## src/hw/rtl/iretf_pkg.sv

```systemverilog
// Package with shared widths, register indexes and reset values for the IR edge timing filter.
`default_nettype none

package iretf_pkg;

  localparam int SECONDS_BITS   = 32;
  localparam int MICROS_BITS    = 20;
  localparam int TIMEOUT_BITS   = 5;
  localparam int LIMIT_BITS     = 24;
  localparam int CFG_DATA_BITS  = 24;
  localparam int CFG_INDEX_BITS = 8;

  // Product of a seconds difference below 32 and one million fits in 25 bits.
  localparam int PROD_BITS = 25;
  localparam logic [PROD_BITS-1:0] US_PER_SECOND = PROD_BITS'(1000000);

  typedef enum logic [CFG_INDEX_BITS-1:0] {
    CFG_INITIAL_POLARITY  = CFG_INDEX_BITS'(0),
    CFG_PULSE_MERGE_LIMIT = CFG_INDEX_BITS'(1),
    CFG_LONG_SPACE_LIMIT  = CFG_INDEX_BITS'(2),
    CFG_TIMEOUT_SECONDS   = CFG_INDEX_BITS'(3)
  } cfg_index_t;

  localparam logic                    RST_INITIAL_POLARITY  = 1'b1;
  localparam logic [LIMIT_BITS-1:0]   RST_PULSE_MERGE_LIMIT = LIMIT_BITS'(250);
  localparam logic [LIMIT_BITS-1:0]   RST_LONG_SPACE_LIMIT  = LIMIT_BITS'(20000);
  localparam logic [TIMEOUT_BITS-1:0] RST_TIMEOUT_SECONDS   = TIMEOUT_BITS'(15);

endpackage

`default_nettype wire

```

## src/hw/rtl/iretf_if.sv

```systemverilog
// Handshake interfaces for receiver edge items and pulse/space result items.
`default_nettype none

interface iretf_edge_if
  import iretf_pkg::*;
();
  logic                    valid;
  logic                    ready;
  logic                    line_level;
  logic [SECONDS_BITS-1:0] stamp_seconds;
  logic [MICROS_BITS-1:0]  stamp_micros;

  modport source (output valid, line_level, stamp_seconds, stamp_micros, input ready);
  modport sink   (input valid, line_level, stamp_seconds, stamp_micros, output ready);
endinterface

interface iretf_word_if #(
  parameter int DURATION_BITS = 24
) ();
  logic                     valid;
  logic                     ready;
  logic                     is_pulse;
  logic [DURATION_BITS-1:0] duration_us;
  logic                     last_word;

  modport source (output valid, is_pulse, duration_us, last_word, input ready);
  modport sink   (input valid, is_pulse, duration_us, last_word, output ready);
endinterface

`default_nettype wire

```

## src/hw/rtl/ir_edge_timing_filter_core.sv

```systemverilog
// IR receiver edge timing filter: edge durations, pulse/space tagging and long-space merging.
//
//  channel  | direction | handshake    | payload
//  ---------+-----------+--------------+---------------------------------------------
//  edges    | in        | valid/ready  | line_level, stamp_seconds, stamp_micros
//  words    | out       | valid/ready  | is_pulse, duration_us, last_word
//  cfg      | in        | cfg_we only  | cfg_index, cfg_data (no read-back)
//
// An edge has its duration registered at the clock edge that accepts it; once the result
// buffer is free, it is tagged, filtered and loaded into the result buffer as zero to three
// words, which leave from the buffer registers. The buffer sends one word per cycle while
// words is ready. Edges that leave at most one word are accepted every cycle while words is
// ready; while a two- or three-word group drains, one more edge waits in the duration
// register and edges stalls. Reset is synchronous; a stall on words backs up into edges.
`default_nettype none

module ir_edge_timing_filter_core
  import iretf_pkg::*;
#(
  parameter int DURATION_BITS = 24
) (
  input  wire logic                      clk,
  input  wire logic                      rst,
  iretf_edge_if.sink                     edges,
  iretf_word_if.source                   words,
  input  wire logic                      cfg_we,
  input  wire logic [CFG_INDEX_BITS-1:0] cfg_index,
  input  wire logic [CFG_DATA_BITS-1:0]  cfg_data
);

  localparam int DB = DURATION_BITS;
  localparam logic [31:0] DUR_MAX32 = (32'd1 << DB) - 32'd1;
  localparam logic [DB-1:0] DUR_MAX = {DB{1'b1}};
  localparam int SUM_BITS = PROD_BITS + 3;

  function automatic logic [DB-1:0] sat_add(input logic [DB-1:0] a, input logic [DB-1:0] b);
    logic [DB:0] s;
    s = {1'b0, a} + {1'b0, b};
    return s[DB] ? DUR_MAX : s[DB-1:0];
  endfunction

  // Configuration registers; a polarity write loads the polarity state directly.
  logic [LIMIT_BITS-1:0]   pulse_merge_limit;
  logic [LIMIT_BITS-1:0]   long_space_limit;
  logic [TIMEOUT_BITS-1:0] timeout_seconds;

  // Filter state.
  logic [SECONDS_BITS-1:0] prev_seconds;
  logic [MICROS_BITS-1:0]  prev_micros;
  logic                    polarity;
  logic                    space_held;
  logic [DB-1:0]           held_space;
  logic [DB-1:0]           merged_pulse;

  // Duration stage register.
  logic          a_valid;
  logic          a_level;
  logic          a_timeout;
  logic [DB-1:0] a_dur;

  // Result buffer.
  logic          buf_pulse [0:2];
  logic [DB-1:0] buf_dur   [0:2];
  logic [1:0]    ptr;
  logic [1:0]    rem;

  logic in_fire, out_fire, buf_free, b_take;

  assign out_fire = words.valid && words.ready;
  assign buf_free = (rem == 2'd0) || (rem == 2'd1 && words.ready);
  assign b_take   = a_valid && buf_free;
  assign edges.ready = !a_valid || b_take;
  assign in_fire  = edges.valid && edges.ready;

  // ---------------- duration from the timestamps ----------------
  logic                        backward;
  logic [SECONDS_BITS-1:0]     dsec;
  logic                        timeout;
  logic [PROD_BITS-1:0]        prod;
  logic signed [SUM_BITS-1:0]  diff;
  logic [31:0]                 diff32;
  logic [DB-1:0]               dur_in;

  always_comb begin
    backward = (edges.stamp_seconds < prev_seconds) ||
               (edges.stamp_seconds == prev_seconds && edges.stamp_micros < prev_micros);
    dsec    = edges.stamp_seconds - prev_seconds;
    timeout = !backward && (dsec > {{(SECONDS_BITS-TIMEOUT_BITS){1'b0}}, timeout_seconds});
    prod    = PROD_BITS'(dsec[TIMEOUT_BITS-1:0]) * US_PER_SECOND;
    diff    = $signed({3'b000, prod}) + $signed(SUM_BITS'(edges.stamp_micros))
              - $signed(SUM_BITS'(prev_micros));
    diff32  = {{(32-SUM_BITS){1'b0}}, diff};
    if (backward || timeout) begin
      dur_in = DUR_MAX;
    end else if (diff < 0) begin
      dur_in = '0;
    end else if (diff32 > DUR_MAX32) begin
      dur_in = DUR_MAX;
    end else begin
      dur_in = diff32[DB-1:0];
    end
  end

  // ---------------- tagging and merge filter ----------------
  logic          pol_eff;
  logic          pulse;
  logic [DB-1:0] merged_sum;
  logic [DB-1:0] held_sum;
  logic          merged_over;
  logic          dur_long;
  logic          space_held_next;
  logic [DB-1:0] held_space_next;
  logic [DB-1:0] merged_pulse_next;
  logic [1:0]    n_words;
  logic          w_pulse [0:2];
  logic [DB-1:0] w_dur   [0:2];

  always_comb begin
    pol_eff     = (a_timeout && a_level == polarity) ? !polarity : polarity;
    pulse       = (a_level == pol_eff);
    merged_sum  = sat_add(merged_pulse, a_dur);
    held_sum    = sat_add(sat_add(held_space, merged_pulse), a_dur);
    merged_over = {{(32-DB){1'b0}}, merged_sum} > {8'h00, pulse_merge_limit};
    dur_long    = {{(32-DB){1'b0}}, a_dur} > {8'h00, long_space_limit};

    space_held_next   = space_held;
    held_space_next   = held_space;
    merged_pulse_next = merged_pulse;
    n_words = 2'd0;
    for (int i = 0; i < 3; i++) begin
      w_pulse[i] = 1'b0;
      w_dur[i]   = a_dur;
    end

    if (space_held && pulse) begin
      merged_pulse_next = merged_sum;
      if (merged_over) begin
        n_words = 2'd2;
        w_pulse[0] = 1'b0; w_dur[0] = held_space;
        w_pulse[1] = 1'b1; w_dur[1] = merged_sum;
        space_held_next   = 1'b0;
        merged_pulse_next = '0;
      end
    end else if (pulse) begin
      n_words = 2'd1;
      w_pulse[0] = 1'b1; w_dur[0] = a_dur;
    end else if (!space_held) begin
      if (dur_long) begin
        held_space_next = a_dur;
        space_held_next = 1'b1;
      end else begin
        n_words = 2'd1;
        w_pulse[0] = 1'b0; w_dur[0] = a_dur;
      end
    end else if (dur_long) begin
      // Another long space while holding: fold everything into the held space.
      held_space_next   = held_sum;
      merged_pulse_next = '0;
    end else begin
      n_words = 2'd3;
      w_pulse[0] = 1'b0; w_dur[0] = held_space;
      w_pulse[1] = 1'b1; w_dur[1] = merged_pulse;
      w_pulse[2] = 1'b0; w_dur[2] = a_dur;
      space_held_next   = 1'b0;
      merged_pulse_next = '0;
    end
  end

  // ---------------- registers ----------------
  always_ff @(posedge clk) begin
    if (rst) begin
      pulse_merge_limit <= RST_PULSE_MERGE_LIMIT;
      long_space_limit  <= RST_LONG_SPACE_LIMIT;
      timeout_seconds   <= RST_TIMEOUT_SECONDS;
      polarity          <= RST_INITIAL_POLARITY;
      prev_seconds      <= '0;
      prev_micros       <= '0;
      space_held        <= 1'b0;
      held_space        <= '0;
      merged_pulse      <= '0;
      a_valid           <= 1'b0;
      ptr               <= 2'd0;
      rem               <= 2'd0;
    end else begin
      if (cfg_we) begin
        case (cfg_index)
          CFG_INITIAL_POLARITY:  polarity          <= cfg_data[0];
          CFG_PULSE_MERGE_LIMIT: pulse_merge_limit <= cfg_data[LIMIT_BITS-1:0];
          CFG_LONG_SPACE_LIMIT:  long_space_limit  <= cfg_data[LIMIT_BITS-1:0];
          CFG_TIMEOUT_SECONDS:   timeout_seconds   <= cfg_data[TIMEOUT_BITS-1:0];
          default: ;
        endcase
      end

      if (in_fire) begin
        prev_seconds <= edges.stamp_seconds;
        prev_micros  <= edges.stamp_micros;
        a_valid      <= 1'b1;
      end else if (b_take) begin
        a_valid <= 1'b0;
      end

      if (b_take) begin
        polarity     <= pol_eff;
        space_held   <= space_held_next;
        held_space   <= held_space_next;
        merged_pulse <= merged_pulse_next;
        ptr          <= 2'd0;
        rem          <= n_words;
      end else if (out_fire) begin
        ptr <= ptr + 2'd1;
        rem <= rem - 2'd1;
      end
    end
  end

  always_ff @(posedge clk) begin
    if (in_fire) begin
      a_level   <= edges.line_level;
      a_timeout <= timeout;
      a_dur     <= dur_in;
    end
    if (b_take) begin
      for (int i = 0; i < 3; i++) begin
        buf_pulse[i] <= w_pulse[i];
        buf_dur[i]   <= w_dur[i];
      end
    end
  end

  assign words.valid       = (rem != 2'd0);
  assign words.is_pulse    = buf_pulse[ptr];
  assign words.duration_us = buf_dur[ptr];
  assign words.last_word   = (rem == 2'd1);

  // ---------------- assertions ----------------
  a_merge_only_when_held: assert property (@(posedge clk) disable iff (rst)
    !space_held |-> merged_pulse == '0)
    else $error("merged pulse nonzero without a held space");

  a_words_continue: assert property (@(posedge clk) disable iff (rst)
    (out_fire && !words.last_word) |=> words.valid)
    else $error("result words of one edge were interrupted");

  a_last_ends_group: assert property (@(posedge clk) disable iff (rst)
    (out_fire && words.last_word) |=> (rem == 2'd0 || ptr == 2'd0))
    else $error("buffer not empty or reloaded after last word");

  a_stamp_tracked: assert property (@(posedge clk) disable iff (rst)
    in_fire |=> prev_micros == $past(edges.stamp_micros))
    else $error("previous timestamp not updated on accepted edge");

endmodule

`default_nettype wire

```

## src/flat_wrapper.sv

```systemverilog
// flat-port wrapper written by rule: the top's interface ports become plain ports
module ir_edge_timing_filter_core_flat import iretf_pkg::*;
#(
  parameter int DURATION_BITS = 24
)
  (clk, rst, cfg_we, cfg_index, cfg_data, edges_valid, edges_line_level, edges_stamp_seconds, edges_stamp_micros, edges_ready, words_valid, words_is_pulse, words_duration_us, words_last_word, words_ready);
  iretf_edge_if edges_i ();
  iretf_word_if #(.DURATION_BITS(DURATION_BITS)) words_i ();
  input  wire logic clk;
  input  wire logic rst;
  input  wire logic cfg_we;
  input  wire logic [CFG_INDEX_BITS-1:0] cfg_index;
  input  wire logic [CFG_DATA_BITS-1:0] cfg_data;
  input wire logic [$bits(edges_i.valid)-1:0] edges_valid;
  input wire logic [$bits(edges_i.line_level)-1:0] edges_line_level;
  input wire logic [$bits(edges_i.stamp_seconds)-1:0] edges_stamp_seconds;
  input wire logic [$bits(edges_i.stamp_micros)-1:0] edges_stamp_micros;
  output wire logic [$bits(edges_i.ready)-1:0] edges_ready;
  output wire logic [$bits(words_i.valid)-1:0] words_valid;
  output wire logic [$bits(words_i.is_pulse)-1:0] words_is_pulse;
  output wire logic [$bits(words_i.duration_us)-1:0] words_duration_us;
  output wire logic [$bits(words_i.last_word)-1:0] words_last_word;
  input wire logic [$bits(words_i.ready)-1:0] words_ready;
  assign edges_i.valid = edges_valid;
  assign edges_i.line_level = edges_line_level;
  assign edges_i.stamp_seconds = edges_stamp_seconds;
  assign edges_i.stamp_micros = edges_stamp_micros;
  assign edges_ready = edges_i.ready;
  assign words_valid = words_i.valid;
  assign words_is_pulse = words_i.is_pulse;
  assign words_duration_us = words_i.duration_us;
  assign words_last_word = words_i.last_word;
  assign words_i.ready = words_ready;
  ir_edge_timing_filter_core #(.DURATION_BITS(DURATION_BITS)) u_core (.clk(clk), .rst(rst), .edges(edges_i), .words(words_i), .cfg_we(cfg_we), .cfg_index(cfg_index), .cfg_data(cfg_data));
endmodule
```

## config.mk

```make
export PLATFORM = sky130hd
export DESIGN_NAME = ir_edge_timing_filter_core_flat
export DESIGN_NICKNAME = d
export VERILOG_FILES = /design/src/hw/rtl/iretf_pkg.sv /design/src/hw/rtl/iretf_if.sv /design/src/hw/rtl/ir_edge_timing_filter_core.sv /design/src/flat_wrapper.sv
export SDC_FILE = /design/constraint.sdc
export NUM_CORES = 1
export LEC_CHECK = 0
export ABC_AREA = 1
export BUFFER_PORTS_ARGS = -buffer_cell sky130_fd_sc_hd__buf_2
export CAP_MARGIN = 10
export CORE_MARGIN = 2
export CORE_UTILIZATION = 30
export CTS_CLUSTER_SIZE = 14
export DETAILED_ROUTE_END_ITERATION = 16
export PLACE_DENSITY_LB_ADDON = 0.05
export SLEW_MARGIN = 30
export SYNTH_ARGS = -nofsm -noshare
export SYNTH_HDL_FRONTEND = slang
export SYNTH_SLANG_ARGS = --single-unit
```

## constraint.sdc

```tcl
create_clock -name clk -period 8.9 [get_ports clk]
set_input_delay 0.445 -clock clk [delete_from_list [all_inputs] [get_ports clk]]
set_output_delay 0.445 -clock clk [all_outputs]
set_load 0.02 [all_outputs]
```

== Yosys cells after proc, flatten, opt, wreduce, memory -nomap -nowiden ==
Memories as Yosys holds them, arrays and structs flattened. A register that Yosys moved wholly into a read port is not among the register bits.
Cells that the tools add are included.

* $lt $le $gt $ge: 7
* Reductions and logical operators: 31
* Multiplexer cells: 52
* Eq/ne operators: 9
* $add $sub $neg: 8
* Bitwise gates (word level): 2
* Multiply operators: 1

{| class="wikitable"
|+ Operators with widths
! kind !! number
|-
| $mux W24 || 15
|-
| $mux W48 || 4
|-
| $add A24 B24 Y25 || 3
|-
| $mux W72 || 1
|-
| $gt A24 B24 Y1 || 2
|-
| $eq A32 B32 Y1 || 1
|-
| $gt A32 B5 Y1 || 1
|-
| $lt A32 B32 Y1 || 1
|-
| $sub A32 B32 Y32 || 1
|-
| $mux W2 || 15
|-
| $gt A28 B24 Y1 const B || 1
|-
| $lt A28 B1 Y1 const B || 1
|-
| $sub A26 B20 Y27 || 1
|-
| $add A25 B20 Y26 || 1
|-
| $lt A20 B20 Y1 || 1
|-
| $mul A5 B14 Y19 const B || 1
|-
| $mux W1 || 17
|-
| $eq A8 B2 Y1 const B || 2
|-
| $reduce_bool A2 Y1 || 6
|-
| $eq A8 B1 Y1 const B || 1
|-
| $logic_and A1 B1 Y1 || 8
|-
| $logic_not A8 Y1 || 1
|-
| $reduce_and A2 Y1 || 4
|-
| $reduce_and A3 Y1 || 2
|-
| other kinds (12) || 19
|}

* Logic and storage cells: 127
* Memories: 2
* Input port bits: 90
* Bits in registers: 186
* Bits in writable memories: 75
* Output and inout bits: 28

{| class="wikitable"
|+ Memories
! name !! words !! width !! read ports !! clocked after Yosys merged registers in !! write ports !! line !! RTL
|-
| u_core.buf_dur || 3 || 24 || 1 || 1 || 3 || ir_edge_timing_filter_core.sv:63 || <nowiki>logic [DB-1:0] buf_dur [0:2];</nowiki>
|-
| u_core.buf_pulse || 3 || 1 || 1 || 1 || 3 || ir_edge_timing_filter_core.sv:62 || <nowiki>logic buf_pulse [0:2];</nowiki>
|}

== Depth between registers and ports, before layout ==
* Depth after elaboration: 7
* Depth in mapped cells: 40

== Worst setup path after synthesis ==
No wires, ideal clock.

* Path type: input-to-reg
* Start: in edges_stamp_seconds[0]
* End: reg u_core.a_dur[14], data pin
* Stages on the path: 31
* Data arrival time: 5.315 ns
* Setup slack: 3.331 ns
* Library setup time: 0.253 ns
* Buffers on the path: 1
* Cell sequence: inv_1 ha_1 inv_1 fa_1 nand2_1 clkinv_1 nand2_1 nand3b_1 nand2_4 inv_1 fa_1 fa_1 inv_1 ha_1 ha_1 nand2_1 inv_1 a21oi_2 nor2_1 nor2_1 nand3_2 nand2_2 inv_1 ha_1 a21oi_1 nand3_1 nand2_4 buf_6 nand4_1 nand2_1 nand2_1

* Longest elaborated chain between the ends: 7

{| class="wikitable"
|+ Ends and longest elaborated chain
! what !! line !! RTL
|-
| from (decl) || flat_wrapper.sv:16 || <nowiki>input wire logic [$bits(edges_i.stamp_seconds)-1:0] edges_stamp_seconds;</nowiki>
|-
| $sub A32 B32 Y32 || ir_edge_timing_filter_core.sv:87 || <nowiki>dsec = edges.stamp_seconds - prev_seconds;</nowiki>
|-
| $mul A5 B14 Y19 || ir_edge_timing_filter_core.sv:89 || <nowiki>prod = PROD_BITS'(dsec[TIMEOUT_BITS-1:0]) * US_PER_SECOND;</nowiki>
|-
| $add A25 B20 Y26 || ir_edge_timing_filter_core.sv:90 || <nowiki>diff = $signed({3'b000, prod}) + $signed(SUM_BITS'(edges.stamp_micros))</nowiki>
|-
| $sub A26 B20 Y27 || ir_edge_timing_filter_core.sv:91 || <nowiki>- $signed(SUM_BITS'(prev_micros));</nowiki>
|-
| $gt A28 B24 Y1 || ir_edge_timing_filter_core.sv:97 || <nowiki>end else if (diff32 > DUR_MAX32) begin</nowiki>
|-
| $mux W24 || ir_edge_timing_filter_core.sv:97 ||
|-
| $mux W24 || ir_edge_timing_filter_core.sv:95 || <nowiki>end else if (diff < 0) begin</nowiki>
|-
| to (signal assigned) || ir_edge_timing_filter_core.sv:221 || <nowiki>a_dur <= dur_in;</nowiki>
|-
| to (decl) || ir_edge_timing_filter_core.sv:59 || <nowiki>logic [DB-1:0] a_dur;</nowiki>
|}

Several ways; a longest one is shown, not always the timed one.
A chain may end at the register's enable or synchronous reset.

== Worst setup path in the final report ==
* Start: reg u_core.prev_seconds[0]
* End: reg u_core.a_dur[0], data pin

* Longest elaborated chain between the ends: 7

{| class="wikitable"
|+ Ends and longest elaborated chain
! what !! line !! RTL
|-
| from (decl) || ir_edge_timing_filter_core.sv:48 || <nowiki>logic [SECONDS_BITS-1:0] prev_seconds;</nowiki>
|-
| from (signal assigned) || ir_edge_timing_filter_core.sv:196 || <nowiki>prev_seconds <= edges.stamp_seconds;</nowiki>
|-
| $sub A32 B32 Y32 || ir_edge_timing_filter_core.sv:87 ||
|-
| $mul A5 B14 Y19 || ir_edge_timing_filter_core.sv:89 ||
|-
| $add A25 B20 Y26 || ir_edge_timing_filter_core.sv:90 ||
|-
| $sub A26 B20 Y27 || ir_edge_timing_filter_core.sv:91 ||
|-
| $gt A28 B24 Y1 || ir_edge_timing_filter_core.sv:97 ||
|-
| $mux W24 || ir_edge_timing_filter_core.sv:97 ||
|-
| $mux W24 || ir_edge_timing_filter_core.sv:95 ||
|}

Several ways; a longest one is shown, not always the timed one.

==> results.json <==
{
  "holdPathEnd": "u_core.a_level",
  "hold_depth": 1,
  "netlist_area_mm2": 0.02110,
  "cts_max_path_buffers": 3,
  "first_pass_iters": 5,
  "drtIter0Drc": 1133,
  "synth-compound-area-share_pct": 19.30,
  "synth_xor_area_share_pct": 3.605,
  "tightest_slew_ns": 0.9050,
  "crit_fanout": 24,
  "intPower_w": 0.003838,
  "finalHoldViolations": 0,
  "grt_pass1_vias": 19400,
  "vias_per_cell": 4.993,
  "area_growth_pct": 13.70,
  "die_h_um": 269.2,
  "cts_tree": "yes",
  "seq_power_share_pct": 18.3,
  "synth_area_leader_cell": "dfxtp_1",
  "switchingPower_w": 0.003657,
  "root_buffer": "clkbuf_16",
  "cts_inserted_buffers": 37,
  "critPathArrivalTime_ns": 6.81,
  "power_w": 0.007495,
  "ys_seq_area_share_pct": 29.60,
  "ys_ff_latch": 262,
  "run_status": "finished clean",
  "pwr-share-clk_pct": 20.7,
  "post-route-period-util_pct": 73.45,
  "wirelength_mm": 75.76,
  "setup_tns_ns": 0,
  "grt_max_degree": 100,
  "initial_core_util_pct": 30.24,
  "synth.most_common_cell": "nand2_1",
  "power_frac_comb_pct": 61.1,
  "synthArstFlopShare_pct": 0,
  "switching_share_pct": 48.79,
  "wl_per_cell_um": 19.18,
  "r2r_start": "u_core.prev_seconds[0]",
  "nets": 3328,
  "hp-start": "edges_line_level",
  "yosysTopAreaCellShare_pct": 15.37,
  "grt_pass1_wl_mm": 115.9,
  "grt.total_usage_pct": 20.53,
  "worst_clock_skew_ns": 0.02653,
  "insertion_delay_ns": 0.57,
  "hold_buffers": 0,
  "synth_common_cells": "nand2_1, a21oi_1, inv_1",
  "drc": 0,
  "crit_slowest_cell": "nor2_1",
  "crit_type": "reg -> reg",
  "synth_flop_cell": "dfxtp_1",
  "final_max_slew_viol_count": 0,
  "powerDensity_mw_per_mm2": 312.4,
  "drv_cap": 0,
  "gp_congestion": 0.9133,
  "fp.dieW_um": 269.2,
  "ant_nets": 0,
  "cts_setup_buffers": 0,
  "dieArea_mm2": 0.07247,
  "cts_resized": 0,
  "antenna_found_initial": 1,
  "r2r_setup_slack_ns": 2.36,
  "hold_class": "in -> reg",
  "grt.overflow.total": 0,
  "synthMuxAreaShare_pct": 0,
  "clk_pin_slew_ns": 0.06,
  "cp_data_required_time_ns": 9.17,
  "drive_gt1_share_pct": 9.934,
  "rsz0062_at_grt": "false",
  "critPathMostFrequentCell": "inv_1",
  "crit_path_max_incr_delay_ns": 0.64,
  "startpoint_type": "flip-flop",
  "syn_nets": 3233,
  "clkSinkCount": 262,
  "yosysWarnings": 0,
  "maxSlewHeadroom_pct": 39.66,
  "rows": 97,
  "synth_top_family_by_area": "simple AND/OR/NAND/NOR gates",
  "power_leakage_nw": 10.62,
  "yosys-top-cells-area": "dfxtp_1, edfxtp_1, ha_1",
  "reg2reg_to": "u_core.a_dur[0]",
  "crit_path_end_kind": "flip-flop",
  "dp_hpwl_mm": 57.67,
  "irDropWorstVdd_mv": 0.4035,
  "synth_cells": 2888,
  "synthSimpleGateAreaFrac_pct": 23.27,
  "r2r_cells": 25,
  "nFillCells": 7515,
  "ioPinCount": 118,
  "yosys.area_share.adder_pct": 16.12,
  "finalSetupViolations": 0,
  "core_mm2": 0.06979,
  "fmax_ghz": 0.1530,
  "crit_family": "adder cells",
  "cts_max_level": 2,
  "via_count": 19730,
  "synth_edf_count": 100,
  "fin_crit_ns": 6.537,
  "port_buffers": 117,
  "path_buf_inv": 6,
  "synthDistinctLibCells": 64,
  "syn_area_per_cell_um2": 7.306
}
==> metrics by stage <==
stage | utilization [%] | hold slack, ns | area, um^2 | setup WS (ns) | std cells
floorplan | - | 0.4331 | 21100 | 3.331 | 2888
global placement | 32.58 | 0.4445 | 22740 | 2.032 | 3884
detailed placement | 32.59 | 0.4508 | 22740 | 1.962 | 3884
CTS | 34.37 | 0.08185 | 23990 | 2.236 | 3950
global route | 34.38 | 0.09113 | 23990 | 1.779 | 3950
finish | 34.38 | 0.1192 | 23990 | 2.363 | 3951
==> worst max-delay path by stage <==
stage                                      start                to  depth (start not counted)
after floorplan           edges_stamp_seconds[0]  u_core.a_dur[14]                         31
after global placement    edges_stamp_seconds[0]   u_core.a_dur[0]                         27
after detailed placement  edges_stamp_seconds[0]   u_core.a_dur[0]                         27
after CTS                 u_core.prev_seconds[0]   u_core.a_dur[0]                         25
after global routing      u_core.prev_seconds[0]   u_core.a_dur[0]                         25
final                     u_core.prev_seconds[0]   u_core.a_dur[0]                         25
==> cells by family after synthesis <==
logic type	Yosys count
simple gates	1124
compound gates	724
flops	262
xor+xnor	86
buf+inv	437
fa+ha+maj	255
==> placed cells by master (no fill, tap or decap), types with 54 or more instances in the layout <==
cell / n
nand2_1: 644
a21oi_1: 353
inv_1: 331
ha_1: 227
o21ai_0: 211
nand3_1: 166
dfxtp_1: 161
nor2_1: 152
buf_2: 117
edfxtp_1: 100
xor2_1: 54
==> worst reg2reg max path, stage by stage (launching register included) <==
cell and delay (ns):
dfxtp_1 0.32, ha_1 0.14, inv_1 0.07, fa_1 0.40, nand2_1 0.08, clkinv_1 0.08
nor2_1 0.64, inv_1 0.20, fa_1 0.54, fa_1 0.55, inv_1 0.05, ha_1 0.28
ha_1 0.41, nand2_1 0.13, inv_1 0.07, a21oi_2 0.20, nor2_1 0.06, nor2_1 0.22
nand3_2 0.15, nand2_2 0.12, inv_1 0.05, ha_1 0.32, a21oi_1 0.32, o2111ai_2 0.50
nand2_1 0.23, nand2_1 0.12
==> sequential cells by signal, indices dropped and copies added, names as in the netlist, 2 cells and up, named ones only <==
signal	cells
u_core.long_space_limit	24
u_core.prev_micros	20
u_core.pulse_merge_limit	24
u_core.merged_pulse	24
u_core.buf_dur	72
u_core.a_dur	24
u_core.prev_seconds	32
u_core.buf_pulse	2
u_core.ptr	2
u_core.timeout_seconds	5
u_core.held_space	24
u_core.rem	2
==> area by class of cell <==
cell class | count | area (um^2) | area share [%]
Clock buffer | 50 | 1059 | 4.412
Antenna cell | 1 | 2.502 | 0.01043
Clock inverter | 16 | 185.2 | 0.7718
Timing Repair Buffer | 153 | 859.6 | 3.583
Inverter | 340 | 1281 | 5.340
Tap cell | 940 | 1176 | 4.902
Multi-Input combinational cell | 2189 | 13180 | 54.94
Sequential cell | 262 | 6247 | 26.04
==> power groups by stage <==
| stage | clock [W] | combinational, W | sequential [W] |
|---|---|---|---|
| final | 0.00155 | 0.00458 | 0.00137 |
| after floorplan | 0 | 0.00388 | 0.00138 |
| after detailed placement | 0 | 0.00461 | 0.00139 |
| after global placement | 0 | 0.00463 | 0.00139 |
| after CTS | 0.00160 | 0.00463 | 0.00137 |
| after global routing | 0.00164 | 0.00529 | 0.00137 |
==> per-layer routing <==
layer / vias up / GRT usage [%] / wire length, um
li1: 10040 / - / -
met2: 373 / 36.47 / 36960
met1: 9227 / 25.96 / 34040
met5: - / 0 / 0
met3: 89 / 2.761 / 2828
met4: 0 / 5.454 / 1929
No activity file was read; power rests on OpenSTA's default activity.
